`config.mk`:
```
export PLATFORM = sky130hd
export DESIGN_NAME = ptb_out_buf
export DESIGN_NICKNAME = d
export VERILOG_FILES = /design/src/rtl/core/ptb_pkg.sv /design/src/rtl/core/ptb_out_buf.sv
export SDC_FILE = /design/constraint.sdc
export NUM_CORES = 1
export LEC_CHECK = 0
export BUFFER_PORTS_ARGS = -buffer_cell sky130_fd_sc_hd__buf_4
export CAP_MARGIN = 20
export CORE_ASPECT_RATIO = 2
export CORE_MARGIN = 2
export CORE_UTILIZATION = 30
export CTS_BUF_LIST = sky130_fd_sc_hd__clkbuf_8 sky130_fd_sc_hd__clkbuf_16
export DETAILED_ROUTE_END_ITERATION = 10
export SETUP_SLACK_MARGIN = 0.1
export SLEW_MARGIN = 10
export SYNTH_ARGS = -nofsm -noshare
export SYNTH_HDL_FRONTEND = slang
export SYNTH_SLANG_ARGS = --single-unit
```
`constraint.sdc`:
```
create_clock -name clock -period 1.3 [get_ports clock]
set_input_delay 0.065 -clock clock [delete_from_list [all_inputs] [get_ports clock]]
set_output_delay 0.065 -clock clock [all_outputs]
set_load 0.1 [all_outputs]
```
`src/rtl/core/ptb_pkg.sv`:
```
// ----------------------------------------------------------------------------
// ptb_pkg
// Shared types and constants for the palette translucency blend block.
// ----------------------------------------------------------------------------
package ptb_pkg;

   // Field widths of one transaction
   localparam int unsigned FUNC_W  = 3;
   localparam int unsigned PIX_W   = 8;
   localparam int unsigned TIDX_W  = 13;
   localparam int unsigned TDATA_W = 32;
   localparam int unsigned STYLE_W = 2;

   // Configuration port
   localparam int unsigned CSR_AW = 3;
   localparam int unsigned CSR_DW = 32;
   localparam logic        CSR_REG_DRAW_STYLE = 1'b0;

   // Function codes
   localparam logic [FUNC_W-1:0] FUNC_DRAW      = 3'd0;
   localparam logic [FUNC_W-1:0] FUNC_LOAD_XLAT = 3'd1;
   localparam logic [FUNC_W-1:0] FUNC_LOAD_FG   = 3'd2;
   localparam logic [FUNC_W-1:0] FUNC_LOAD_BG   = 3'd3;
   localparam logic [FUNC_W-1:0] FUNC_LOAD_MIX  = 3'd4;

   // Draw styles
   localparam logic [STYLE_W-1:0] STYLE_PLAIN       = 2'd0;
   localparam logic [STYLE_W-1:0] STYLE_TRANSLATED  = 2'd1;
   localparam logic [STYLE_W-1:0] STYLE_TRANSLUCENT = 2'd2;
   localparam logic [STYLE_W-1:0] STYLE_XLAT_BLEND  = 2'd3;

   // Blend index formation
   localparam logic [TDATA_W-1:0] BLEND_OR_MASK  = 32'hf07c3e1f;
   localparam int unsigned        BLEND_SHIFT_LO = 5;
   localparam int unsigned        BLEND_SHIFT_HI = 19;

   // One transaction as it moves down the pipeline; src carries the
   // foreground index once translation has been applied
   typedef struct packed {
      logic                vld;
      logic [FUNC_W-1:0]   func;
      logic [PIX_W-1:0]    src;
      logic [PIX_W-1:0]    bg;
      logic [TIDX_W-1:0]   tidx;
      logic [TDATA_W-1:0]  tdata;
   } item_type;

   // Output buffer handshake toward the pipeline
   typedef struct packed {
      logic                push;
      logic [PIX_W-1:0]    pix;
   } buf_push_type;

   typedef struct packed {
      logic                full;
      logic                busy;
   } buf_status_type;

endpackage

```
`src/rtl/core/ptb_out_buf.sv`:
```
// ----------------------------------------------------------------------------
// ptb_out_buf
// Output register with one skid entry; decouples the pipeline from the
// receiver so the stall signal toward the pipeline is registered.
// ----------------------------------------------------------------------------
module ptb_out_buf (
   input  logic                             clock,
   input  logic                             reset,
   input  ptb_pkg::buf_push_type            push,
   output ptb_pkg::buf_status_type          status,
   output logic                             rsp_valid,
   input  logic                             rsp_ready,
   output logic [ptb_pkg::PIX_W-1:0]        rsp_out_pixel
);

   logic                       out_vld_ff, out_vld_in;
   logic [ptb_pkg::PIX_W-1:0]  out_pix_ff, out_pix_in;
   logic                       skid_vld_ff, skid_vld_in;
   logic [ptb_pkg::PIX_W-1:0]  skid_pix_ff, skid_pix_in;

   // Move transactions between pipeline, skid entry and output register
   always_comb begin
      out_vld_in  = out_vld_ff;
      out_pix_in  = out_pix_ff;
      skid_vld_in = skid_vld_ff;
      skid_pix_in = skid_pix_ff;
      if (out_vld_ff && rsp_ready) begin
         if (skid_vld_ff) begin
            out_pix_in  = skid_pix_ff;
            skid_vld_in = 1'b0;
         end else if (push.push) begin
            out_pix_in = push.pix;
         end else begin
            out_vld_in = 1'b0;
         end
      end else if (!out_vld_ff) begin
         if (push.push) begin
            out_vld_in = 1'b1;
            out_pix_in = push.pix;
         end
      end else if (push.push) begin
         skid_vld_in = 1'b1;
         skid_pix_in = push.pix;
      end
   end

   always_ff @(posedge clock) begin
      if (reset) begin
         out_vld_ff  <= 1'b0;
         skid_vld_ff <= 1'b0;
      end else begin
         out_vld_ff  <= out_vld_in;
         skid_vld_ff <= skid_vld_in;
      end
      out_pix_ff  <= out_pix_in;
      skid_pix_ff <= skid_pix_in;
   end

   assign status.full   = skid_vld_ff;
   assign status.busy   = out_vld_ff;
   assign rsp_valid     = out_vld_ff;
   assign rsp_out_pixel = out_pix_ff;

   // The skid entry only fills behind a waiting output
   a_skid_behind_out: assert property (@(posedge clock) disable iff (reset)
      skid_vld_ff |-> out_vld_ff)
      else $error("skid entry holds data while output register is empty");

   // The pipeline never pushes into a full buffer
   a_no_push_full: assert property (@(posedge clock) disable iff (reset)
      push.push |-> !skid_vld_ff)
      else $error("push into full output buffer");

   // A stalled buffer with a spare entry catches the pushed transaction
   a_push_caught: assert property (@(posedge clock) disable iff (reset)
      (push.push && out_vld_ff && !rsp_ready) |=> skid_vld_ff)
      else $error("pushed transaction lost while output stalled");

endmodule

```
; Word-level counts from Yosys, hierarchy flattened
; Cells that the tools add are included.
[totals]
mem_bits_ro = 0
n_memories = 0
register_bits = 18
inputBits = 12
elab_cells = 22
latch_bits = 0
output_inout_bits = 11
mem_bits_rw = 0
[op_classes]
div_mod_pow = 0
addsub = 0
n_lt_le_gt_ge = 0
shift = 0
reduce_logical = 5
multipliers = 0
eq_ne = 3
mux = 9
bitwise = 1
[ops]
columns = op, count
row1 = two-way mux 8 bit, 4
row2 = two-way mux 1 bit, 5
row3 = "!= test 2 bit, second input constant", 2
row4 = AND reduction 2 bit, 2
row5 = AND reduction 3 bit, 1
row6 = "!= test 2 x 1 -> 1 bit, second input constant", 1
row7 = OR reduction 2 bit, 1
row8 = logical AND 1 bit, 1
row9 = inverter 1 bit, 1

; Logic depth before layout (Yosys ltp)
; Gate-level depths: netlist (run 1).
[logic_depth]
depth_word = 3
ltp_mapped = 3
depth_no_buf = 2

; Least setup slack after synthesis (run 1)
; OpenSTA, ideal clock, no wires.
[synth_timing]
path_type = flip-flop to flip-flop
from = reg out_vld_ff, in the netlist rsp_valid
to = reg skid_pix_ff[0] (netlist bit) (enable)
required_ps = 928
stages_incl_launch_ff = 3
arrival_time_ps = 1907
period_less_slack_ps = 2279
setup_time_ps = 372
path_buffers = 0
path_slack_ps = -979
cell_sequence = dfxtp_1 > nand2b_1 > nor2_1
[synth_between]
elab_chain_len = 3
[synth_rtl]
columns = item, line
row1 = "start, declared", ptb_out_buf.sv:16  ; logic out_vld_ff, out_vld_in;
row2 = "start signal, assigned", ptb_out_buf.sv:52  ; out_vld_ff <= out_vld_in;
row3 = logical AND 1 bit, ptb_out_buf.sv:27  ; if (out_vld_ff && rsp_ready) begin
row4 = inverter 1 bit (no source line), -
row5 = AND reduction 3 bit (no source line) (*), -
row6 = "end signal, assigned", ptb_out_buf.sv:56  ; skid_pix_ff <= skid_pix_in;
row7 = "end, declared", ptb_out_buf.sv:19  ; logic [ptb_pkg::PIX_W-1:0] skid_pix_ff, skid_pix_in;
; Mark *: on every way between the ends. The rest lies on a longest branch, timed or not.
; A chain may end at the register's enable or synchronous reset.

; Final worst setup path (run 1)
[layout_timing]
from = reg out_vld_ff, in the netlist rsp_valid
to = reg out_pix_ff, in the netlist rsp_out_pixel[7] (data pin)
[layout_between]
elab_chain_len = 2
[layout_rtl]
columns = item, line
row1 = logical AND 1 bit, ptb_out_buf.sv:27
row2 = two-way mux 8 bit, ptb_out_buf.sv:27
row3 = via out_pix_in (one bit), ptb_out_buf.sv:17  ; logic [ptb_pkg::PIX_W-1:0] out_pix_ff, out_pix_in;
row4 = "end signal, assigned", ptb_out_buf.sv:55  ; out_pix_ff <= out_pix_in;
row5 = "end, declared", ptb_out_buf.sv:17
; The timed path passes the listed nets, and every way through them passes these cells.

==> qor.csv, run 1 <==
stage,metric,value,unit
sta,Clock Skew,0.00109,ns
yosys,#FFs+latches synth,18,
cts,total CTS buffers,3,
layout,final cell area excluding filler cells,1170,µm²
drt,DRT iter0 DRCs,4,
yosys,Netlist Area Pre-Place,835,µm²
setup_path,Crit Reg-Reg Endpoint,rsp_out_pixel[7],
setup_path,WP depth,3,
sta,Max Clock Freq,885,MHz
yosys,post-synthesis cell count,57,
setup_path,Worst Path Arrival,1.13,ns
yosys,proportion of synthesized chip area in sequential cells,62.4,%
yosys,top cell type by total area after synthesis,edfxtp_1,
cts,"Reg clk slew, reported paths",0.06,ns
die,DIE AREA,3250,µm²
drt,DR vias/cell,4.90,
sta,Final Max Tran Viols,0,
run_status,status,"finished, final reports clean",
cts,root buf cell,clkbuf_8,
power_and_ir_drop,VDD IR-drop max,0.665,mV
setup_path,"Largest delay share family, worst path",flip-flops,
hold_path,worst hold start,rsp_ready,
yosys,Mean Syn Cell Area,14.6,µm²
drt,via total after detailed routing,573,
flow_run,maxcap violations,0,
cts,Max clock buf depth,2,
sta,final period utilization,86.9,%
setup_path,"slowest stage delay, CP",0.45,ns
setup_path,CP Class,reg2reg,
placement,HPWL Detailed,1.23,mm
hold_path,WHS Path Cells,2,
setup_path,Critical Path Start Type,flop,
yosys,syn nets,69,
placement,Area after DPL,1040,µm²
hold_path,Hold WC Path Type,in2reg,
power_and_ir_drop,total power draw,0.00158,W
grt,largest net degree at the start of global routing,16,
drt,WL final,1.70,mm
yosys,"Distinct cells, synth",16,
drt,DRT Pass-1 Iters,2,
setup_path,crit-path cells,and3_1 -> buf_12 -> o21ai_2,
drt,Avg WL per Cell,14.5,µm
setup_path,Slowest cell on crit path,dfxtp_4,
placement,RePlAce Congestion,0.694,
cts,clock tree sinks,18,
die,# IOs,23,
yosys,ranking of synthesized cells by area,"edfxtp_1, mux2i_1, o21ai_2",
hold_path,WHS Endpoint,skid_vld_ff,
layout,share of layout cells above drive strength 1,47.7,%
layout,nets@finish,101,
grt,grt ovf,0,
layout,Area Growth Syn to Fin,40.3,%
cts,Resize count post-CTS,0,
setup_path,crit-path max FO,15,
die,initial core utilization,30.9,%
sta,worst-margin pin slew,0.270,ns
sta,crit path time final,1.13,ns
grt,global-route usage over all layers,11.6,%
sta,setup TNS,0,ns
power_and_ir_drop,PwrDens,1350,nW/µm²
cts,CTS tree,yes,
sta,Rel. slew slack,82.0,%
cts,H-tree depth,1,
sta,RSZ-0062 raised after global routing,false,
grt,initial antenna violation count,0,
die,Site Rows,27,
grt,first-pass GRT wire length,2.59,mm
drt,DRC viols,0,
grt,number of global-route vias before repair,560,
setup_path,WP buf/inv,1,
yosys,Yosys warning count,0,
setup_path,endpoint class of the critical path,flop,
layout,antenna cells,0,
sta,final setup vio count,0,
power_and_ir_drop,Leak,0.456,nW
yosys,top cell type's share of synthesized area,57.6,%
setup_path,CP required,1.30,ns
die,overall die height,78.6,µm
die,Die W,41.3,µm
setup_path,Reg2Reg Depth,3,
sta,final hold vios,0,
setup_path,R2R setup slack,0.17,ns
cts,"Clk Latency, worst-skew pair",0.24,ns
placement,Buffers on Ports,22,
drt,ANT nets after route,0,
die,Core Area,2700,µm²
setup_path,worst r2r src,rsp_valid,
==> worst register-to-register path, cell delays in order, from the launching register on <==
cell	delay, ns
dfxtp_4	0.45
and3_1	0.23
buf_12	0.14
o21ai_2	0.06
==> state kept, by name, indices dropped and copies added (netlist names) <==
name	flops
rsp_out_pixel	8
rsp_valid	1
skid_vld_ff	1
skid_pix_ff	8
==> worst max-delay path by stage <==
stage	slack [ns]	end	start
2_1_floorplan	-0.08	rsp_out_pixel[0]	rsp_out_pixel[0]
3_3_place_gp	0.18	rsp_out_pixel[1]	rsp_valid
3_5_place_dp	0.17	rsp_out_pixel[1]	rsp_valid
4_1_cts	0.16	rsp_out_pixel[1]	rsp_valid
5_1_grt	0.13	status[1]	skid_vld_ff
6_report	0.17	rsp_out_pixel[7]	rsp_valid
==> layout by cell type, fill, tap and decap left out, drive strengths merged <==
| cell type | synthesis | routed |
|---|---|---|
| o21ai | 8 | 8 |
| clkbuf | 0 | 3 |
| clkinv | 0 | 1 |
| inv | 1 | 1 |
| nand2b | 1 | 1 |
| mux2i | 8 | 8 |
| nand4 | 8 | 8 |
| a31oi | 1 | 1 |
| a21oi | 1 | 1 |
| and3 | 1 | 1 |
| dlygate4sd3 | 0 | 9 |
| buf | 7 | 25 |
| a211oi | 1 | 1 |
| nor2 | 1 | 1 |
| dfxtp | 2 | 2 |
| edfxtp | 16 | 16 |
| nand3 | 1 | 1 |
==> kinds of logic (layout without fill, tap and decap cells) <==
| family | after synthesis | count (layout) | synth area share, % |
|---|---|---|---|
| flip-flops | 18 | 18 | 62.4 |
| AND/OR/NAND/NOR | 12 | 12 | 9.15 |
| multiplexers | 8 | 8 | 9.60 |
| buffers and inverters | 8 | 39 | 6.90 |
| AO/OA/AOI/OAI | 11 | 11 | 12.0 |
==> per-layer routing <==
layer | track usage [%] | wire length (µm)
met5 | 0 | 0
met3 | 1.69 | 65
met2 | 18.4 | 943
met1 | 15.0 | 672
met4 | 4.84 | 19
==> power by group <==
group	internal (W)	switching, W
Clock	0.000209	0.000164
Sequential	0.000682	0.0000303
Combinational	0.000128	0.000363
Total	0.00102	0.000558
==> Yosys cell counts <==
cell	n
a211oi_2	1
buf_4	5
and3_1	1
a21oi_1	1
a31oi_2	1
nand4_1	8
buf_6	1
nor2_1	1
nand2b_1	1
edfxtp_1	16
inv_1	1
mux2i_1	8
dfxtp_1	2
o21ai_2	8
nand3_2	1
buf_2	1
==> timing repair <==
action                     CTS  global route
setup endpoints to repair    0             0
hold endpoints to repair     9             1
hold buffers                 8             1
buffers inserted             0             0
==> through the flow <==
step | cells | utilization (%) | hold slack (ns) | setup slack [ns]
final | 117 | 43.3 | 0.111 | 0.170
after global routing | 117 | 43.3 | 0.117 | 0.133
after CTS | 116 | 43.0 | 0.00580 | 0.160
after detailed placement | 104 | 38.3 | 0.237 | 0.166
after global placement | 104 | 38.3 | 0.236 | 0.179
after floorplan | 57 | - | 0.121 | -0.0824
==> layout make-up <==
class | instances | area (µm²)
clock buffers | 3 | 41.3
clock inverters | 1 | 3.75
fillers | 272 | 1530
inverters | 1 | 3.75
multi-input cells | 31 | 272
flip-flops and latches | 18 | 524
well taps | 29 | 36.3
repair buffers | 34 | 290
No activity file was read; power rests on OpenSTA's default activity.
==> run 2: changes to the inputs <==
--- a/config.mk
+++ b/config.mk
@@ -10,7 +10,6 @@
 export CORE_ASPECT_RATIO = 2
 export CORE_MARGIN = 2
 export CORE_UTILIZATION = 30
-export CTS_BUF_LIST = sky130_fd_sc_hd__clkbuf_8 sky130_fd_sc_hd__clkbuf_16
 export DETAILED_ROUTE_END_ITERATION = 10
 export SETUP_SLACK_MARGIN = 0.1
 export SLEW_MARGIN = 10
==> constraint.sdc (replaced) <==
create_clock -name clock -period 1.3 [get_ports clock]
set_input_delay 0.065 -clock clock [delete_from_list [all_inputs] [get_ports clock]]
set_output_delay 0.065 -clock clock [all_outputs]
set_load 0.02 [all_outputs]
==> run 2 against run 1 <==
  * Sequential cell count stayed put
  * Clock-buffer cell count stayed put
  * Clock skew is 0.0025 ns higher
  * Maximum frequency is 2.0% higher
  * Highest routed layer unchanged
==> qor.csv, run 2 (synthesized netlist as in run 1, its figures left out) <==
stage,metric,value,unit,change
cts,Resize count post-CTS,0,,unchanged
drt,ANT nets after route,0,,unchanged
die,overall die height,78.6,µm,unchanged
drt,Routed met1 length,720,µm,+7.1%
power_and_ir_drop,sw frac,24.8,%,-11 points
drt,DRT Pass-1 Iters,4,,+2
placement,Buffers on Ports,22,,unchanged
power_and_ir_drop,PwrDens,1170,nW/µm²,-13%
die,# IOs,23,,unchanged
drt,DRC viols,0,,unchanged
placement,HPWL Detailed,1.20,mm,-2.2%
setup_path,endpoint class of the critical path,flop,,
sta,Clock Skew,0.00362,ns,+0.00253 ns
grt,initial antenna violation count,0,,unchanged
power_and_ir_drop,power share of the clock group,28.1,%,+4.4 points
grt,global-route usage over all layers,12.1,%,+0.45 points
drt,uppermost layer routed,met4,,
drt,Avg WL per Cell,15.3,µm,+5.5%
setup_path,"slowest stage delay, CP",0.42,ns,-0.03 ns
run_status,status,"finished, final reports clean",,
placement,RePlAce Congestion,0.691,,-0.42%
layout,"most common cell after layout, fill and taps aside",buf_4,,
grt,number of global-route vias before repair,554,,-1.1%
sta,final period utilization,85.2,%,-1.7 points
cts,total CTS buffers,3,,unchanged
drt,via total after detailed routing,591,,+3.1%
grt,largest net degree at the start of global routing,13,,-3
cts,H-tree depth,1,,unchanged
setup_path,CP required,1.31,ns,about the same
drt,WL final,1.79,mm,+5.5%
power_and_ir_drop,Combinational Power Share,19.5,%,-12 points
power_and_ir_drop,cell internal pwr,0.00102,W,-0.35%
power_and_ir_drop,Flop pwr share,52.4,%,+7.2 points
cts,"Clk Latency, worst-skew pair",0.25,ns,about the same
die,Die W,41.3,µm,unchanged
sta,setup TNS,0,ns,unchanged
die,DIE AREA,3250,µm²,unchanged
setup_path,crit-path max FO,8,,-7
power_and_ir_drop,reported net switching power,0.000335,W,-40%
sta,worst-margin pin slew,0.274,ns,+0.00348 ns
layout,fin util,42.7,%,-0.60 points
die,initial core utilization,30.9,%,unchanged
setup_path,crit-path cells,and3_1 -> buf_4 -> o21ai_2,,
sta,final setup vio count,0,,unchanged
layout,filler cell count in the final layout,263,,-3.3%
placement,Area after DPL,1020,µm²,-1.2%
power_and_ir_drop,VDD IR-drop max,0.702,mV,+5.6%
cts,root buf cell,clkbuf_8,,
sta,Final Max Tran Viols,0,,unchanged
drt,DR vias/cell,5.05,,+3.1%
cts,clock tree sinks,18,,unchanged
sta,RSZ-0062 raised after global routing,false,,
hold_path,Hold WC Path Type,in2reg,,
cts,Max clock buf depth,2,,unchanged
layout,share of layout cells above drive strength 1,48.9,%,+1.1 points
grt,grt ovf,0,,unchanged
layout,nets@finish,102,,+0.99%
cts,"Reg clk slew, reported paths",0.07,ns,about the same
sta,Rel. slew slack,81.7,%,-0.23 points
setup_path,Worst Path Arrival,1.11,ns,-0.02 ns
sta,final hold vios,0,,unchanged
layout,antenna cells,0,,unchanged
die,Core Area,2700,µm²,unchanged
layout,most frequent cells in the layout,"buf_4, edfxtp_1, dlygate4sd3_1",,
drt,metal3 WL,67,µm,+3.1%
setup_path,Critical Path Start Type,flop,,
layout,final cell area excluding filler cells,1150,µm²,-1.4%
setup_path,Slowest cell on crit path,dfxtp_2,,
layout,Area Growth Syn to Fin,38.4,%,
cts,CTS tree,yes,,
grt,first-pass GRT wire length,2.62,mm,+1.1%
flow_run,maxcap violations,0,,unchanged
drt,DRT iter0 DRCs,16,,+12
sta,crit path time final,1.11,ns,-0.0223 ns
drt,WL met2,971,µm,+3.0%
power_and_ir_drop,Leak,0.452,nW,-1.0%
die,Site Rows,27,,unchanged
setup_path,CP Class,reg2reg,,
sta,Max Clock Freq,903,MHz,+2.0%
==> run 2: through the flow <==
stage / total power, W / cells / worst slack [ns] / hold WS (ns)
final: 0.00135 / 117 / 0.192 / 0.111
after detailed placement: 0.000963 / 105 / 0.192 / 0.234
after global routing: 0.00140 / 117 / 0.144 / 0.122
after floorplan: 0.000858 / 57 / 0.183 / 0.123
after CTS: 0.00135 / 114 / 0.178 / 0.000226
after global placement: 0.000961 / 105 / 0.216 / 0.238
==> run 2: path summary, 6_finish.rpt <==
kind / cells after the start / from / slack [ns] / to
max: 3 / rsp_valid / 0.19 / rsp_out_pixel[3]
min: 2 / rsp_ready / 0.11 / skid_vld_ff
max reg2reg: 3 / rsp_valid / 0.19 / rsp_out_pixel[3]
min reg2reg: 1 / rsp_valid / 0.55 / skid_vld_ff
==> run 2: timing repair <==
item                                   in CTS  in global routing
endpoints found under the hold margin       7                  3
buffers inserted                            0                  0
hold buffers                                6                  3
==> run 2: cell type report <==
cell class	count	area (µm²)	area share, %
Clock buffer	3	41.3	3.58
Multi-Input combinational cell	31	267	23.1
Tap cell	29	36.3	3.14
Sequential cell	18	522	45.2
Timing Repair Buffer	35	285	24.7
Inverter	1	3.75	0.325
==> run 2: metal layers <==
metal | up-vias | global-route usage [%]
li1 | 283 | -
met1 | 283 | 14.8
met2 | 21 | 18.9
met3 | 4 | 1.69
met4 | 0 | 6.77
met5 | - | 0
==> run 2: critical path: cells and delay by family (launching register included) <==
kind	cells	cell delay, ns
AO/OA/AOI/OAI	1	0.08
buffers and inverters	1	0.19
AND/OR/NAND/NOR	1	0.18
flip-flops	1	0.42
==> run 2: power groups by stage <==
stage / Clock (W) / Combinational (W) / Sequential [W]
6_report: 0.000379 / 0.000263 / 0.000708
5_1_grt: 0.000407 / 0.000277 / 0.000713
4_1_cts: 0.000386 / 0.000259 / 0.000708
3_5_place_dp: 0 / 0.000243 / 0.000720
3_3_place_gp: 0 / 0.000240 / 0.000721
2_1_floorplan: 0 / 0.0000982 / 0.000760
==> run 3: changes to the inputs <==
--- a/config.mk
+++ b/config.mk
@@ -7,9 +7,8 @@
 export LEC_CHECK = 0
 export BUFFER_PORTS_ARGS = -buffer_cell sky130_fd_sc_hd__buf_4
 export CAP_MARGIN = 20
-export CORE_ASPECT_RATIO = 2
 export CORE_MARGIN = 2
-export CORE_UTILIZATION = 30
+export CORE_UTILIZATION = 35
 export DETAILED_ROUTE_END_ITERATION = 10
 export SETUP_SLACK_MARGIN = 0.1
 export SLEW_MARGIN = 10
==> run 3 against run 2 <==
  * Core utilization increased by 8.6 points
  * Hold slack lost 0.061 ns
  * Clock-buffer cell count stayed put
  * Routed wire length down 4.3%
  * Final cell count increased by 0.85%
  * Non-clock buffer count is 1 higher
  * Critical path depth fell by 1
  * First-iteration DRC count decreased by 44%
  * Sequential share of layout area up 0.35 points
==> qor.csv, run 3 (synthesized netlist as in run 1, its figures left out) <==
stage,metric,value,unit,change
run_status,status,"finished, final reports clean",,
sta,Max Clock Freq,903,MHz,about the same
grt,first-pass GRT wire length,2.92,mm,+12%
cts,Max clock buf depth,2,,unchanged
placement,Buffers on Ports,22,,unchanged
grt,initial antenna violation count,0,,unchanged
drt,DRT iter0 DRCs,9,,-7
power_and_ir_drop,PwrDens,1080,nW/µm²,-7.2%
grt,grt ovf,0,,unchanged
layout,nets@finish,103,,+0.98%
sta,final period utilization,85.2,%,about the same
layout,antenna cells,0,,unchanged
layout,Area Growth Syn to Fin,37.3,%,
sta,Rel. slew slack,82.6,%,+0.85 points
grt,largest net degree at the start of global routing,13,,unchanged
die,Core Area,2230,µm²,-17%
drt,WL final,1.72,mm,-4.3%
drt,Avg WL per Cell,14.5,µm,-5.2%
die,# IOs,23,,unchanged
hold_path,Hold WC Path Type,in2reg,,
cts,root buf cell,clkbuf_4,,
setup_path,crit-path max FO,9,,+1
drt,ANT nets after route,0,,unchanged
setup_path,Worst Path Arrival,1.04,ns,-0.07 ns
power_and_ir_drop,Leak,0.451,nW,-0.17%
cts,Resize count post-CTS,0,,unchanged
drt,DRT Pass-1 Iters,3,,-1
drt,WL met2,835,µm,-14%
cts,H-tree depth,1,,unchanged
grt,number of global-route vias before repair,594,,+7.2%
sta,final setup vio count,0,,unchanged
cts,"Reg clk slew, reported paths",0.10,ns,+0.03 ns
setup_path,CP Class,reg2out,,
placement,RePlAce Congestion,0.645,,-6.7%
sta,crit path time final,1.11,ns,-0.000575 ns
drt,Routed met1 length,786,µm,+9.2%
layout,share of layout cells above drive strength 1,48.9,%,about the same
die,overall die height,52.8,µm,-33%
setup_path,endpoint class of the critical path,output port,,
power_and_ir_drop,total power draw,0.00124,W,-7.9%
setup_path,Critical Path Start Type,flop,,
sta,RSZ-0062 raised after global routing,false,,
sta,final hold vios,0,,unchanged
die,Die W,52.8,µm,+28%
layout,Storage cell area,522,µm²,unchanged
layout,"most common cell after layout, fill and taps aside",buf_4,,
setup_path,worst r2r src,rsp_valid,,
sta,Final Max Tran Viols,0,,unchanged
cts,total CTS buffers,3,,unchanged
layout,most frequent cells in the layout,"buf_4, edfxtp_1, dlygate4sd3_1",,
drt,metal3 WL,77,µm,+15%
cts,CTS tree,yes,,
cts,"Clk Latency, worst-skew pair",0.28,ns,+0.03 ns
sta,setup TNS,0,ns,unchanged
drt,via total after detailed routing,582,,-1.5%
setup_path,CP required,1.24,ns,-0.07 ns
placement,HPWL Detailed,1.21,mm,+0.47%
die,initial core utilization,37.4,%,+6.5 points
sta,Clock Skew,0.00510,ns,+0.00148 ns
cts,clock tree sinks,18,,unchanged
flow_run,maxcap violations,0,,unchanged
setup_path,worst setup path startpoint,rsp_valid,,
die,Site Rows,17,,-37%
drt,DRC viols,0,,unchanged
drt,DR vias/cell,4.93,,-2.4%
layout,multi-input logic area,267,µm²,unchanged
drt,uppermost layer routed,met4,,
hold_path,worst hold start,rsp_ready,,
layout,filler cell count in the final layout,210,,-20%
grt,global-route usage over all layers,15.1,%,+3.0 points
power_and_ir_drop,VDD IR-drop max,0.735,mV,+4.7%
sta,worst-margin pin slew,0.261,ns,-0.0127 ns
cts,postcts setup bufs,0,,unchanged
die,DIE AREA,2790,µm²,-14%
-- run 3: cell types whose count changed in the layout (fill, tap and decap cells not counted), sizes merged --
cell    change
buf         +1
clkinv      +1
-- run 3: path summary, 6_finish.rpt --
kind	endpoint	slack, ns	depth (start not counted)
max	rsp_valid	0.19	2
min	skid_vld_ff	0.05	2
max reg2reg	rsp_out_pixel[0]	0.20	3
min reg2reg	rsp_out_pixel[5]	0.62	2
-- run 3: layer usage --
layer,vias to the layer above,GRT usage (%)
met2,13,23.1
met3,2,4.00
met5,-,0
met4,0,6.41
li1,287,-
met1,280,20.1
-- run 3: through the flow --
stage / hold WS [ns] / std cells / worst slack [ns] / utilization [%] / area, µm²
global placement: 0.246 / 105 / 0.245 / 46.1 / 1030
detailed placement: 0.238 / 105 / 0.221 / 46.1 / 1030
finish: 0.0505 / 118 / 0.193 / 51.3 / 1150
CTS: 0.0415 / 118 / 0.197 / 51.3 / 1150
floorplan: 0.123 / 57 / 0.183 / - / 846
global route: 0.0486 / 118 / 0.132 / 51.3 / 1150
-- run 3: timing repair --
| item | CTS | global route |
|---|---|---|
| endpoints found under the setup margin | 0 | 0 |
| hold buffers | 9 | 0 |
| endpoints found under the hold margin | 10 | 0 |
-- run 3: final cells by class --
class | count | area share, %
Clock inverter | 1 | 0.328
Multi-Input combinational cell | 31 | 23.3
Tap cell | 28 | 3.06
Clock buffer | 3 | 1.97
Timing Repair Buffer | 36 | 25.5
Sequential cell | 18 | 45.5
Inverter | 1 | 0.328
-- run 3: worst max-delay path, cell delays in order (launching register included) --
cell and delay [ns]:
dfxtp_2 0.41, buf_4 0.19, buf_4 0.15
-- run 3: power breakdown --
group / switching (W) / leakage (nW) / internal [W] / total (W)
Sequential: 0.0000239 / 0.173 / 0.000681 / 0.000705
Combinational: 0.000133 / 0.263 / 0.000128 / 0.000261
Clock: 0.000166 / 0.0154 / 0.000111 / 0.000278
Total: 0.000323 / 0.451 / 0.000920 / 0.00124
